[config.mk]
export PLATFORM = sky130hd
export DESIGN_NAME = palette_gradient_entry
export DESIGN_NICKNAME = d
export VERILOG_FILES = /design/src/rtl/pge_pkg.sv /design/src/rtl/pge_ram.sv /design/src/rtl/pge_front.sv /design/src/rtl/pge_div.sv /design/src/rtl/pge_back.sv /design/src/rtl/palette_gradient_entry.sv
export VERILOG_INCLUDE_DIRS = /design/src /design/src/rtl
export SDC_FILE = /design/constraint.sdc
export NUM_CORES = 2
export LEC_CHECK = 0
export ABC_AREA = 1
export BUFFER_PORTS_ARGS = -buffer_cell sky130_fd_sc_hd__buf_2
export CORE_UTILIZATION = 60
export CTS_CLUSTER_SIZE = 8
export DETAILED_ROUTE_END_ITERATION = 16
export PLACE_DENSITY = 0.76
export SLEW_MARGIN = 40
export SYNTH_ARGS = -nofsm -noshare
export SYNTH_HDL_FRONTEND = slang
export SYNTH_SLANG_ARGS = --single-unit
[constraint.sdc]
create_clock -name clk_i -period 8.56 [get_ports clk_i]
set_input_delay 1.712 -clock clk_i [delete_from_list [all_inputs] [get_ports clk_i]]
set_output_delay 1.712 -clock clk_i [all_outputs]
set_load 0.02 [all_outputs]
[src/rtl/palette_gradient_entry_macros.svh]
// Assertion helpers shared by the palette gradient RTL.
// All checks sample on clk_i and are off while rst_ni is low.
`ifndef PALETTE_GRADIENT_ENTRY_MACROS_SVH
`define PALETTE_GRADIENT_ENTRY_MACROS_SVH

// Same-cycle implication.
`define PGE_ASSERT_IMP(label, ante, cons, msg) \
  label: assert property (@(posedge clk_i) disable iff (!rst_ni) (ante) |-> (cons)) \
    else $error(msg);

// Next-cycle implication.
`define PGE_ASSERT_NXT(label, ante, cons, msg) \
  label: assert property (@(posedge clk_i) disable iff (!rst_ni) (ante) |=> (cons)) \
    else $error(msg);

`endif

[src/rtl/pge_pkg.sv]
`timescale 1ns / 1ps
package pge_pkg;

  // Field widths
  localparam int SLOT_W     = 4;
  localparam int CH_W       = 8;
  localparam int CHANNELS   = 4;
  localparam int WORD_W     = CH_W * CHANNELS;
  localparam int INDEX_W    = 14;
  localparam int COLOR_W    = 4;
  localparam int SHADE_W    = 9;
  localparam int HALF_W     = COLOR_W + SHADE_W;
  localparam int NUM_W      = CH_W + SHADE_W;

  // Stream payload layout
  localparam int IN_DATA_W  = 56;
  localparam int OUT_DATA_W = 32;
  localparam int RED_LSB    = SLOT_W;
  localparam int INDEX_LSB  = SLOT_W + WORD_W;

  // Command queue between front and back
  localparam int QUEUE_DEPTH = 2;
  localparam int QPTR_W      = $clog2(QUEUE_DEPTH);
  localparam int QCNT_W      = $clog2(QUEUE_DEPTH + 1);

  // Configuration port
  localparam int CFG_IDX_W  = 2;
  localparam int CFG_DATA_W = 9;
  localparam logic [CFG_IDX_W-1:0] CFG_COLOR_COUNT = 2'd0;
  localparam logic [CFG_IDX_W-1:0] CFG_SHADE_COUNT = 2'd1;
  localparam logic [CFG_IDX_W-1:0] CFG_MIRROR      = 2'd2;
  localparam logic [COLOR_W-1:0]   COLOR_COUNT_RST = 4'd12;
  localparam logic [SHADE_W-1:0]   SHADE_COUNT_RST = 9'd30;

  // Input kinds
  localparam logic KIND_LOAD = 1'b0;
  localparam logic KIND_READ = 1'b1;

  typedef struct packed {
    logic [COLOR_W-1:0] color_count;
    logic [SHADE_W-1:0] shade_count;
    logic               mirror;
  } cfg_t;

  typedef enum logic [1:0] {
    OP_LOAD,
    OP_READ,
    OP_RANGE
  } op_e;

  typedef struct packed {
    op_e               op;
    logic [SLOT_W-1:0] slot;
    logic [WORD_W-1:0] color;
    logic [HALF_W-1:0] j;
    logic [SHADE_W-1:0] shades;
  } cmd_t;

  typedef struct packed {
    logic                               start;
    logic [CHANNELS-1:0][NUM_W-1:0]     dividend;
    logic [SHADE_W-1:0]                 divisor;
  } div_req_t;

  typedef struct packed {
    logic                               busy;
    logic [CHANNELS-1:0][NUM_W-1:0]     quotient;
    logic [CHANNELS-1:0][SHADE_W-1:0]   remainder;
  } div_rsp_t;

  typedef enum logic [2:0] {
    ST_IDLE,
    ST_KEYDIV,
    ST_RD0,
    ST_RD1,
    ST_MUL,
    ST_CHDIV,
    ST_OUT
  } state_e;

endpackage

[src/rtl/pge_ram.sv]
`timescale 1ns / 1ps
module pge_ram #(
  parameter int WIDTH = 32,
  parameter int DEPTH = 12
) (
  input  logic                     clk_i,
  input  logic                     we_i,
  input  logic [$clog2(DEPTH)-1:0] waddr_i,
  input  logic [WIDTH-1:0]         wdata_i,
  input  logic [$clog2(DEPTH)-1:0] raddr_i,
  output logic [WIDTH-1:0]         rdata_o
);

  logic [WIDTH-1:0] mem_q [DEPTH];
  logic [WIDTH-1:0] rdata_q;

  // One write port, one registered read port
  always_ff @(posedge clk_i) begin
    if (we_i) begin
      mem_q[waddr_i] <= wdata_i;
    end
    rdata_q <= mem_q[raddr_i];
  end

  assign rdata_o = rdata_q;

endmodule

[src/rtl/pge_front.sv]
`timescale 1ns / 1ps
module pge_front #(
  parameter int KEY_SLOTS  = 12,
  parameter int MAX_SHADES = 360
) (
  input  logic                              clk_i,
  input  logic                              rst_ni,
  input  pge_pkg::cfg_t                     cfg_i,
  input  logic                              in_valid_i,
  output logic                              in_ready_o,
  input  logic [pge_pkg::IN_DATA_W-1:0]     in_data_i,
  input  logic                              in_kind_i,
  output pge_pkg::cmd_t                     cmd_o,
  output logic                              cmd_valid_o,
  input  logic                              cmd_pop_i
);
  import pge_pkg::*;

  logic [SLOT_W-1:0]  slot;
  logic [INDEX_W-1:0] idx;
  logic [COLOR_W-1:0] c_eff;
  logic [SHADE_W-1:0] s_eff;
  logic [HALF_W-1:0]  half;
  logic [INDEX_W-1:0] total;
  logic [INDEX_W-1:0] j_wide;
  logic               keep;
  logic               push;
  cmd_t               cmd_new;

  cmd_t               q_mem_q [QUEUE_DEPTH];
  logic [QPTR_W-1:0]  wr_ptr_q, rd_ptr_q;
  logic [QCNT_W-1:0]  count_q;

  assign slot = in_data_i[SLOT_W-1:0];
  assign idx  = in_data_i[INDEX_LSB +: INDEX_W];

  // Counts above the supported range saturate
  assign c_eff = (cfg_i.color_count > KEY_SLOTS) ? COLOR_W'(KEY_SLOTS) : cfg_i.color_count;
  assign s_eff = (cfg_i.shade_count > MAX_SHADES) ? SHADE_W'(MAX_SHADES) : cfg_i.shade_count;
  assign half  = HALF_W'(c_eff) * HALF_W'(s_eff);
  assign total = {half, 1'b0};

  // Fold the index into the first half
  always_comb begin
    if (idx < INDEX_W'(half)) begin
      j_wide = idx;
    end else if (cfg_i.mirror) begin
      j_wide = total - INDEX_W'(1) - idx;
    end else begin
      j_wide = idx - INDEX_W'(half);
    end
  end

  // Classify the item
  always_comb begin
    cmd_new.slot   = slot;
    cmd_new.color  = in_data_i[RED_LSB +: WORD_W];
    cmd_new.j      = j_wide[HALF_W-1:0];
    cmd_new.shades = s_eff;
    keep           = 1'b1;
    if (in_kind_i == KIND_LOAD) begin
      cmd_new.op = OP_LOAD;
      keep       = (slot < KEY_SLOTS);
    end else if (idx >= total) begin
      cmd_new.op = OP_RANGE;
    end else begin
      cmd_new.op = OP_READ;
    end
  end

  assign in_ready_o  = (count_q != QCNT_W'(QUEUE_DEPTH));
  assign push        = in_valid_i && in_ready_o && keep;
  assign cmd_valid_o = (count_q != '0);
  assign cmd_o       = q_mem_q[rd_ptr_q];

  // Queue pointers and fill count
  always_ff @(posedge clk_i or negedge rst_ni) begin
    if (!rst_ni) begin
      wr_ptr_q <= '0;
      rd_ptr_q <= '0;
      count_q  <= '0;
    end else begin
      if (push) begin
        wr_ptr_q <= (wr_ptr_q == QPTR_W'(QUEUE_DEPTH - 1)) ? '0 : wr_ptr_q + QPTR_W'(1);
      end
      if (cmd_pop_i) begin
        rd_ptr_q <= (rd_ptr_q == QPTR_W'(QUEUE_DEPTH - 1)) ? '0 : rd_ptr_q + QPTR_W'(1);
      end
      if (push && !cmd_pop_i) begin
        count_q <= count_q + QCNT_W'(1);
      end else if (!push && cmd_pop_i) begin
        count_q <= count_q - QCNT_W'(1);
      end
    end
  end

  // Queue storage
  always_ff @(posedge clk_i) begin
    if (push) begin
      q_mem_q[wr_ptr_q] <= cmd_new;
    end
  end

endmodule

[src/rtl/pge_div.sv]
`timescale 1ns / 1ps
module pge_div (
  input  logic              clk_i,
  input  logic              rst_ni,
  input  pge_pkg::div_req_t req_i,
  output pge_pkg::div_rsp_t rsp_o
);
  import pge_pkg::*;

  localparam int CNT_W = $clog2(NUM_W + 1);

  logic [CNT_W-1:0]                 cnt_q;
  logic [SHADE_W-1:0]               divisor_q;
  logic [CHANNELS-1:0][NUM_W-1:0]   quo_q, quo_d;
  logic [CHANNELS-1:0][SHADE_W-1:0] rem_q, rem_d;
  logic [SHADE_W:0]                 shifted [CHANNELS];
  logic [SHADE_W:0]                 diff    [CHANNELS];
  logic                             ge      [CHANNELS];

  // One restoring step per lane, all lanes share the divisor
  always_comb begin
    for (int l = 0; l < CHANNELS; l++) begin
      shifted[l] = {rem_q[l], quo_q[l][NUM_W-1]};
      diff[l]    = shifted[l] - {1'b0, divisor_q};
      ge[l]      = (shifted[l] >= {1'b0, divisor_q});
      rem_d[l]   = ge[l] ? diff[l][SHADE_W-1:0] : shifted[l][SHADE_W-1:0];
      quo_d[l]   = {quo_q[l][NUM_W-2:0], ge[l]};
    end
  end

  // Step counter
  always_ff @(posedge clk_i or negedge rst_ni) begin
    if (!rst_ni) begin
      cnt_q <= '0;
    end else if (req_i.start) begin
      cnt_q <= CNT_W'(NUM_W);
    end else if (cnt_q != '0) begin
      cnt_q <= cnt_q - CNT_W'(1);
    end
  end

  // Partial remainders and quotients
  always_ff @(posedge clk_i) begin
    if (req_i.start) begin
      quo_q     <= req_i.dividend;
      rem_q     <= '0;
      divisor_q <= req_i.divisor;
    end else if (cnt_q != '0) begin
      quo_q <= quo_d;
      rem_q <= rem_d;
    end
  end

  assign rsp_o.busy      = (cnt_q != '0);
  assign rsp_o.quotient  = quo_q;
  assign rsp_o.remainder = rem_q;

endmodule

[src/rtl/pge_back.sv]
`timescale 1ns / 1ps
module pge_back #(
  parameter int KEY_SLOTS = 12
) (
  input  logic                             clk_i,
  input  logic                             rst_ni,
  input  pge_pkg::cmd_t                    cmd_i,
  input  logic                             cmd_valid_i,
  output logic                             cmd_pop_o,
  output logic                             ram_we_o,
  output logic [$clog2(KEY_SLOTS)-1:0]     ram_waddr_o,
  output logic [pge_pkg::WORD_W-1:0]       ram_wdata_o,
  output logic [$clog2(KEY_SLOTS)-1:0]     ram_raddr_o,
  input  logic [pge_pkg::WORD_W-1:0]       ram_rdata_i,
  output pge_pkg::div_req_t                div_req_o,
  input  pge_pkg::div_rsp_t                div_rsp_i,
  output logic                             out_valid_o,
  input  logic                             out_ready_i,
  output logic [pge_pkg::OUT_DATA_W-1:0]   out_data_o,
  output logic                             out_err_o
);
  import pge_pkg::*;

  localparam int KW = $clog2(KEY_SLOTS);

  state_e                         state_q, state_d;
  logic [KW-1:0]                  key_q, key_d, knext;
  logic [SHADE_W-1:0]             step_q, s_q, w0;
  logic                           err_q;
  logic [WORD_W-1:0]              k0_q;
  logic [CHANNELS-1:0][NUM_W-1:0] numer;
  logic                           out_load;
  logic                           out_valid_q, out_err_q;
  logic [OUT_DATA_W-1:0]          out_data_q, out_pick;

  // Key and neighbor slot
  assign key_d = (div_rsp_i.quotient[0] >= NUM_W'(KEY_SLOTS)) ? KW'(KEY_SLOTS - 1)
                                                              : KW'(div_rsp_i.quotient[0]);
  assign knext = (key_q == KW'(KEY_SLOTS - 1)) ? '0 : key_q + KW'(1);

  // Weighted sum per channel: k0*(S-step) + k1*step
  assign w0 = s_q - step_q;
  always_comb begin
    for (int ch = 0; ch < CHANNELS; ch++) begin
      numer[ch] = NUM_W'(k0_q[ch*CH_W +: CH_W]) * NUM_W'(w0)
                + NUM_W'(ram_rdata_i[ch*CH_W +: CH_W]) * NUM_W'(step_q);
    end
  end

  // Next state
  always_comb begin
    state_d = state_q;
    case (state_q)
      ST_IDLE: begin
        if (cmd_valid_i) begin
          case (cmd_i.op)
            OP_READ:  state_d = ST_KEYDIV;
            OP_RANGE: state_d = ST_OUT;
            default:  state_d = ST_IDLE;
          endcase
        end
      end
      ST_KEYDIV: begin
        if (!div_rsp_i.busy) state_d = ST_RD0;
      end
      ST_RD0:   state_d = ST_RD1;
      ST_RD1:   state_d = ST_MUL;
      ST_MUL:   state_d = ST_CHDIV;
      ST_CHDIV: begin
        if (!div_rsp_i.busy) state_d = ST_OUT;
      end
      ST_OUT: begin
        if (!out_valid_q || out_ready_i) state_d = ST_IDLE;
      end
      default: state_d = ST_IDLE;
    endcase
  end

  // State outputs
  always_comb begin
    cmd_pop_o          = 1'b0;
    ram_we_o           = 1'b0;
    ram_waddr_o        = KW'(cmd_i.slot);
    ram_wdata_o        = cmd_i.color;
    ram_raddr_o        = key_q;
    div_req_o.start    = 1'b0;
    div_req_o.divisor  = s_q;
    div_req_o.dividend = numer;
    out_load           = 1'b0;
    case (state_q)
      ST_IDLE: begin
        if (cmd_valid_i) begin
          cmd_pop_o = 1'b1;
          if (cmd_i.op == OP_LOAD) begin
            ram_we_o = 1'b1;
          end
          if (cmd_i.op == OP_READ) begin
            div_req_o.start       = 1'b1;
            div_req_o.divisor     = cmd_i.shades;
            div_req_o.dividend    = '0;
            div_req_o.dividend[0] = NUM_W'(cmd_i.j);
          end
        end
      end
      ST_RD1:  ram_raddr_o     = knext;
      ST_MUL:  div_req_o.start = 1'b1;
      ST_OUT:  out_load        = !out_valid_q || out_ready_i;
      default: ;
    endcase
  end

  // Low byte of each lane quotient, zeros on an index error
  always_comb begin
    for (int ch = 0; ch < CHANNELS; ch++) begin
      out_pick[ch*CH_W +: CH_W] = err_q ? '0 : div_rsp_i.quotient[ch][CH_W-1:0];
    end
  end

  // Control registers
  always_ff @(posedge clk_i or negedge rst_ni) begin
    if (!rst_ni) begin
      state_q     <= ST_IDLE;
      out_valid_q <= 1'b0;
    end else begin
      state_q <= state_d;
      if (out_load) begin
        out_valid_q <= 1'b1;
      end else if (out_ready_i) begin
        out_valid_q <= 1'b0;
      end
    end
  end

  // Working registers
  always_ff @(posedge clk_i) begin
    if (state_q == ST_IDLE && cmd_valid_i) begin
      s_q   <= cmd_i.shades;
      err_q <= (cmd_i.op == OP_RANGE);
    end
    if (state_q == ST_KEYDIV && !div_rsp_i.busy) begin
      key_q  <= key_d;
      step_q <= div_rsp_i.remainder[0];
    end
    if (state_q == ST_RD1) begin
      k0_q <= ram_rdata_i;
    end
    if (out_load) begin
      out_data_q <= out_pick;
      out_err_q  <= err_q;
    end
  end

  assign out_valid_o = out_valid_q;
  assign out_data_o  = out_data_q;
  assign out_err_o   = out_err_q;

endmodule

[src/rtl/palette_gradient_entry.sv]
// A read gives its result after two 17-step restoring divisions by the shade count and
// two key table reads; an index error gives its result and a key load is written to the
// key table without the divider. The back end takes one command at a time, so a read
// holds later commands until the shared four-lane divider is through with it.
// Reset: 12 colors, 30 shades, no mirror; queue and output clear; key table not cleared.
`timescale 1ns / 1ps
`include "palette_gradient_entry_macros.svh"
module palette_gradient_entry #(
  parameter int KEY_SLOTS  = 12,
  parameter int MAX_SHADES = 360
) (
  input  logic                              clk_i,
  input  logic                              rst_ni,
  input  logic                              cfg_we_i,
  input  logic [pge_pkg::CFG_IDX_W-1:0]     cfg_index_i,
  input  logic [pge_pkg::CFG_DATA_W-1:0]    cfg_data_i,
  input  logic                              s_axis_tvalid,
  output logic                              s_axis_tready,
  // key_slot[3:0], key_red[11:4], key_green[19:12], key_blue[27:20],
  // key_alpha[35:28], entry_index[49:36], zero fill [55:50]
  input  logic [pge_pkg::IN_DATA_W-1:0]     s_axis_tdata,
  // kind[0]
  input  logic [0:0]                        s_axis_tuser,
  output logic                              m_axis_tvalid,
  input  logic                              m_axis_tready,
  // out_red[7:0], out_green[15:8], out_blue[23:16], out_alpha[31:24]
  output logic [pge_pkg::OUT_DATA_W-1:0]    m_axis_tdata,
  // index_error[0]
  output logic [0:0]                        m_axis_tuser
);
  import pge_pkg::*;

  localparam int KW = $clog2(KEY_SLOTS);

  cfg_t          cfg_q;
  cmd_t          cmd;
  logic          cmd_valid, cmd_pop;
  logic          ram_we;
  logic [KW-1:0] ram_waddr, ram_raddr;
  logic [WORD_W-1:0] ram_wdata, ram_rdata;
  div_req_t      div_req;
  div_rsp_t      div_rsp;
  logic          out_err;

  // Configuration registers
  always_ff @(posedge clk_i or negedge rst_ni) begin
    if (!rst_ni) begin
      cfg_q.color_count <= COLOR_COUNT_RST;
      cfg_q.shade_count <= SHADE_COUNT_RST;
      cfg_q.mirror      <= 1'b0;
    end else if (cfg_we_i) begin
      case (cfg_index_i)
        CFG_COLOR_COUNT: cfg_q.color_count <= cfg_data_i[COLOR_W-1:0];
        CFG_SHADE_COUNT: cfg_q.shade_count <= cfg_data_i[SHADE_W-1:0];
        CFG_MIRROR:      cfg_q.mirror      <= cfg_data_i[0];
        default: ;
      endcase
    end
  end

  // Classify and queue
  pge_front #(
    .KEY_SLOTS  (KEY_SLOTS),
    .MAX_SHADES (MAX_SHADES)
  ) u_front (
    .clk_i       (clk_i),
    .rst_ni      (rst_ni),
    .cfg_i       (cfg_q),
    .in_valid_i  (s_axis_tvalid),
    .in_ready_o  (s_axis_tready),
    .in_data_i   (s_axis_tdata),
    .in_kind_i   (s_axis_tuser[0]),
    .cmd_o       (cmd),
    .cmd_valid_o (cmd_valid),
    .cmd_pop_i   (cmd_pop)
  );

  // Execute commands
  pge_back #(
    .KEY_SLOTS (KEY_SLOTS)
  ) u_back (
    .clk_i       (clk_i),
    .rst_ni      (rst_ni),
    .cmd_i       (cmd),
    .cmd_valid_i (cmd_valid),
    .cmd_pop_o   (cmd_pop),
    .ram_we_o    (ram_we),
    .ram_waddr_o (ram_waddr),
    .ram_wdata_o (ram_wdata),
    .ram_raddr_o (ram_raddr),
    .ram_rdata_i (ram_rdata),
    .div_req_o   (div_req),
    .div_rsp_i   (div_rsp),
    .out_valid_o (m_axis_tvalid),
    .out_ready_i (m_axis_tready),
    .out_data_o  (m_axis_tdata),
    .out_err_o   (out_err)
  );

  assign m_axis_tuser[0] = out_err;

  // Shared divider
  pge_div u_div (
    .clk_i  (clk_i),
    .rst_ni (rst_ni),
    .req_i  (div_req),
    .rsp_o  (div_rsp)
  );

  // Key color table
  pge_ram #(
    .WIDTH (WORD_W),
    .DEPTH (KEY_SLOTS)
  ) u_key_ram (
    .clk_i   (clk_i),
    .we_i    (ram_we),
    .waddr_i (ram_waddr),
    .wdata_i (ram_wdata),
    .raddr_i (ram_raddr),
    .rdata_o (ram_rdata)
  );

  // Checks
  `PGE_ASSERT_IMP(a_pop_nonempty, cmd_pop, cmd_valid, "command popped from empty queue")
  `PGE_ASSERT_IMP(a_div_start_idle, div_req.start, !div_rsp.busy, "divider restarted while busy")
  `PGE_ASSERT_NXT(a_div_runs, div_req.start, div_rsp.busy, "divider did not start")
  `PGE_ASSERT_IMP(a_result_after_div, $rose(m_axis_tvalid), !div_rsp.busy, "result before divide end")

endmodule
==> out/metrics.cfg <==
[floorplan]
die_area_um2 = 93600
num_rows = 111
floorplan.die.width_um = 306
floorplan.initialDensity_pct = 60.6
chipHeight_um = 306
design.core.area_um2 = 91500
pin_count = 108

[cts]
clock_sink_count = 764
post_cts_resized = 0
cts_htree_levels = 3
clk_slew_on_worst_s_h_paths_ns = 0.05
tritoncts.num_buffers = 108
postCtsSetupRepairBufs = 0
clk-insertion-delay-late_ns = 0.71
clock_tree_from_tritoncts = yes
maximum_clock_insertion_buffer_count = 3
ctsHoldBuffers = 0
clock_tree.root_cell = sky130_fd_sc_hd__clkbuf_16

[detailed_routing]
drc_errors = 0
detailedRoute.firstPassIterationCount = 6
via_count = 41422
avgRoutedWirePerCell_um = 18.4
drt-total-wl_mm = 139
final_antenna_net_count = 0
routed_via_density = 5.50
detail_route.iter0.violations = 3868

[place]
final_hpwl_from_detailed_placement_mm = 92.9
number_of_buffers_inserted_by_port_buffering = 101
place.gp.congestion = 0.915

[setup_path]
critPathArrivalTime_ns = 7.89
critical_path.most_common_cell = sky130_fd_sc_hd__nand2_1
max_stage_delay_ns = 0.59
crit_path_max_fanout = 21
reg2regPathDepth = 31
slowest_cell_on_the_critical_path = sky130_fd_sc_hd__inv_1
cp-end-kind = flip-flop
worst-r2r-setup-slack_ns = 1.09
worstSetupStartpointType = flip-flop
timing_worst_setup_path_type = flip-flop to flip-flop
cp.required_ns = 8.98
reg_to_reg_startpoint = u_back.s_q[2]
crit-reg2reg-capture = u_div.rsp_o[66]

[layout]
multi_input_comb_area_um2 = 27100
layout_common_cells = sky130_fd_sc_hd__nand2_1, sky130_fd_sc_hd__inv_1, sky130_fd_sc_hd__edfxtp_1, sky130_fd_sc_hd__fa_1, sky130_fd_sc_hd__nand3_1
fillers = 7149
final_common_cell = sky130_fd_sc_hd__nand2_1
antenna_cells_inserted = 0
final_layout_size_suffix_gt1_share_pct = 5.69
fin_nets = 7160
area_delta_synth_final_pct = 8.98
final-seq-area_um2 = 22100

[logic_synthesis]
synth-seq-area-share_pct = 39.9
netlist.area_leader.share_pct = 36.2
post_synth_main_area_contributors = sky130_fd_sc_hd__edfxtp_1, sky130_fd_sc_hd__fa_1, sky130_fd_sc_hd__nand2_1
mappedNetlistArea_um2 = 55400
number_of_enable_type_register_cells_in_the_synthesized_netlist = 669
post_syn_nets = 7112
synth_seq_cells = 764
asyncSetResetFlopFracSynth_pct = 3.53
synthesis.yosys.warnings = 0
synth_top_family_by_area = adder cells
synth_cell_types = 47
synthesized_area_fraction_occupied_by_and_or_nand_nor_cells_pct = 18.9
syn_area_per_cell_um2 = 8.91
synth-compound-area-share_pct = 3.92
post_synth_xor_area_fraction_pct = 0.916
synth.area.mux_share_pct = 0.0361
syn_inst_count = 6221
ys.flop_type = sky130_fd_sc_hd__edfxtp_1
synthDominantAreaCellType = sky130_fd_sc_hd__edfxtp_1
post_synth_fa_ha_maj_area_fraction_pct = 24.7

[sta]
period_share_pct = 87.3
finalWorstPathRequiredPeriod_ns = 7.47
report.final.hold_viol_count = 0
hold_ws_ns = 0.465
report.final.slew_viol_count = 0
setup_total_negative_slack_ns = 0
timing.slew.headroom_pct = 44.5
max_clock_freq_mhz = 134
final.setup_skew_ns = 0.0444
timing_worst_slew_pin_value_ns = 0.832
grt_setup_unrepaired = no
setup_viol_count_final = 0

[global_routing]
global_route_wire_length_before_repair_mm = 223
largest_net_degree_at_the_start_of_global_routing = 95
initial_antenna_violation_count = 0
globalRoute.totalOverflow = 0
first_global_vias = 42543
track_usage_pct = 30.6

[worst_hold_path]
hold_class = flip-flop to flip-flop
timing.hold.worst_path_depth = 2
worstHoldEndpoint = u_div.rsp_o[15]
hold_path_startpoint = u_div.rsp_o[15]

[flow_run]
max_cap_viol_count = 0

[status]
run_status = finished, final reports clean

[cell usage after synthesis (6+ instances only)]
| cell type | n |
|---|---|
| sky130_fd_sc_hd__nor3_1 | 31 |
| sky130_fd_sc_hd__inv_1 | 1437 |
| sky130_fd_sc_hd__edfxtp_1 | 669 |
| sky130_fd_sc_hd__nand3_1 | 457 |
| sky130_fd_sc_hd__a21oi_1 | 99 |
| sky130_fd_sc_hd__fa_1 | 461 |
| sky130_fd_sc_hd__or2_2 | 22 |
| sky130_fd_sc_hd__o21bai_1 | 15 |
| sky130_fd_sc_hd__clkbuf_1 | 144 |
| sky130_fd_sc_hd__xor2_1 | 31 |
| sky130_fd_sc_hd__dfxtp_1 | 68 |
| sky130_fd_sc_hd__buf_2 | 58 |
| sky130_fd_sc_hd__inv_2 | 11 |
| sky130_fd_sc_hd__a31oi_1 | 9 |
| sky130_fd_sc_hd__a21o_1 | 9 |
| sky130_fd_sc_hd__dfrtp_1 | 21 |
| sky130_fd_sc_hd__o211ai_1 | 54 |
| sky130_fd_sc_hd__xnor2_1 | 27 |
| sky130_fd_sc_hd__nor2_1 | 429 |
| sky130_fd_sc_hd__nand4_1 | 26 |
| sky130_fd_sc_hd__nand3b_1 | 55 |
| sky130_fd_sc_hd__o21ai_0 | 128 |
| sky130_fd_sc_hd__ha_1 | 357 |
| sky130_fd_sc_hd__o21ai_1 | 48 |
| sky130_fd_sc_hd__buf_1 | 11 |
| sky130_fd_sc_hd__nand2_1 | 1485 |
| sky130_fd_sc_hd__o22ai_1 | 14 |
| sky130_fd_sc_hd__dfstp_2 | 6 |
[layout make-up]
cell class / count / share of cell area, %
clock buffer: 183 / 5.09
clock inverter: 7 / 0.278
inverter: 1448 / 9.01
multi-input combinational: 3786 / 44.8
sequential: 764 / 36.6
tap: 1186 / 2.46
timing repair buffer: 161 / 1.69
[cells by family after synthesis]
family | after synthesis
compound gates | 384
xor+xnor | 58
fa+ha+maj | 818
buf+inv | 1671
flops | 764
mux | 2
simple gates | 2524
[worst max-delay path, delay by kind of cell (launching register included)]
| family | cells | cell delay [ns] |
|---|---|---|
| adder cells (fa/ha/maj) | 8 | 3.83 |
| AND/OR/NAND/NOR | 13 | 1.24 |
| flip-flops | 1 | 0.42 |
| buffers and inverters | 7 | 1.11 |
| AO/OA/AOI/OAI | 3 | 0.56 |
[sequential cells by signal (all words and copies together) (netlist names), 4 cells and up]
name / count
u_back.step_q: 9
u_front.q_mem_q: 120
u_div.divisor_q: 9
u_div.cnt_q: 5
cfg_q: 14
u_back.k0_q: 32
u_back.out_data_o: 32
u_back.s_q: 9
u_key_ram.mem_q: 384
u_key_ram.rdata_o: 32
u_div.rsp_o: 104
u_back.key_q: 4
[how the worst max path moves through the flow]
stage                           from         endpoint  slack, ns  depth (start not counted)
finish                 u_back.s_q[2]  u_div.rsp_o[66]       1.09                         31
CTS                    u_back.s_q[2]  u_div.rsp_o[66]       1.17                         31
floorplan           u_back.step_q[2]  u_div.rsp_o[99]       1.86                         33
detailed placement     u_back.s_q[2]  u_div.rsp_o[66]       1.19                         31
global route           u_back.s_q[2]  u_div.rsp_o[66]       0.75                         31
global placement       u_back.s_q[2]  u_div.rsp_o[66]       1.34                         31
[metal layers]
layer	part of all wire (%)	track usage (%)	up-vias
met5	0	0	-
li1	-	-	19353
met3	9.0	5.67	338
met4	3.7	11.5	0
met1	39	39.8	19866
met2	48	51.3	1865
[metrics by stage]
stage               utilization (%)  setup WS [ns]  instances  instance area, um2
floorplan                         -           1.86       6221               55400
global placement               62.4           1.34       7342               57100
detailed placement             62.4           1.19       7345               57200
CTS                            66.0           1.17       7535               60400
global route                   66.0          0.748       7535               60400
finish                         66.0           1.09       7535               60400
Power is not shown: default switching activity piles up to over one toggle a cycle in this logic, so the estimate is an artifact.
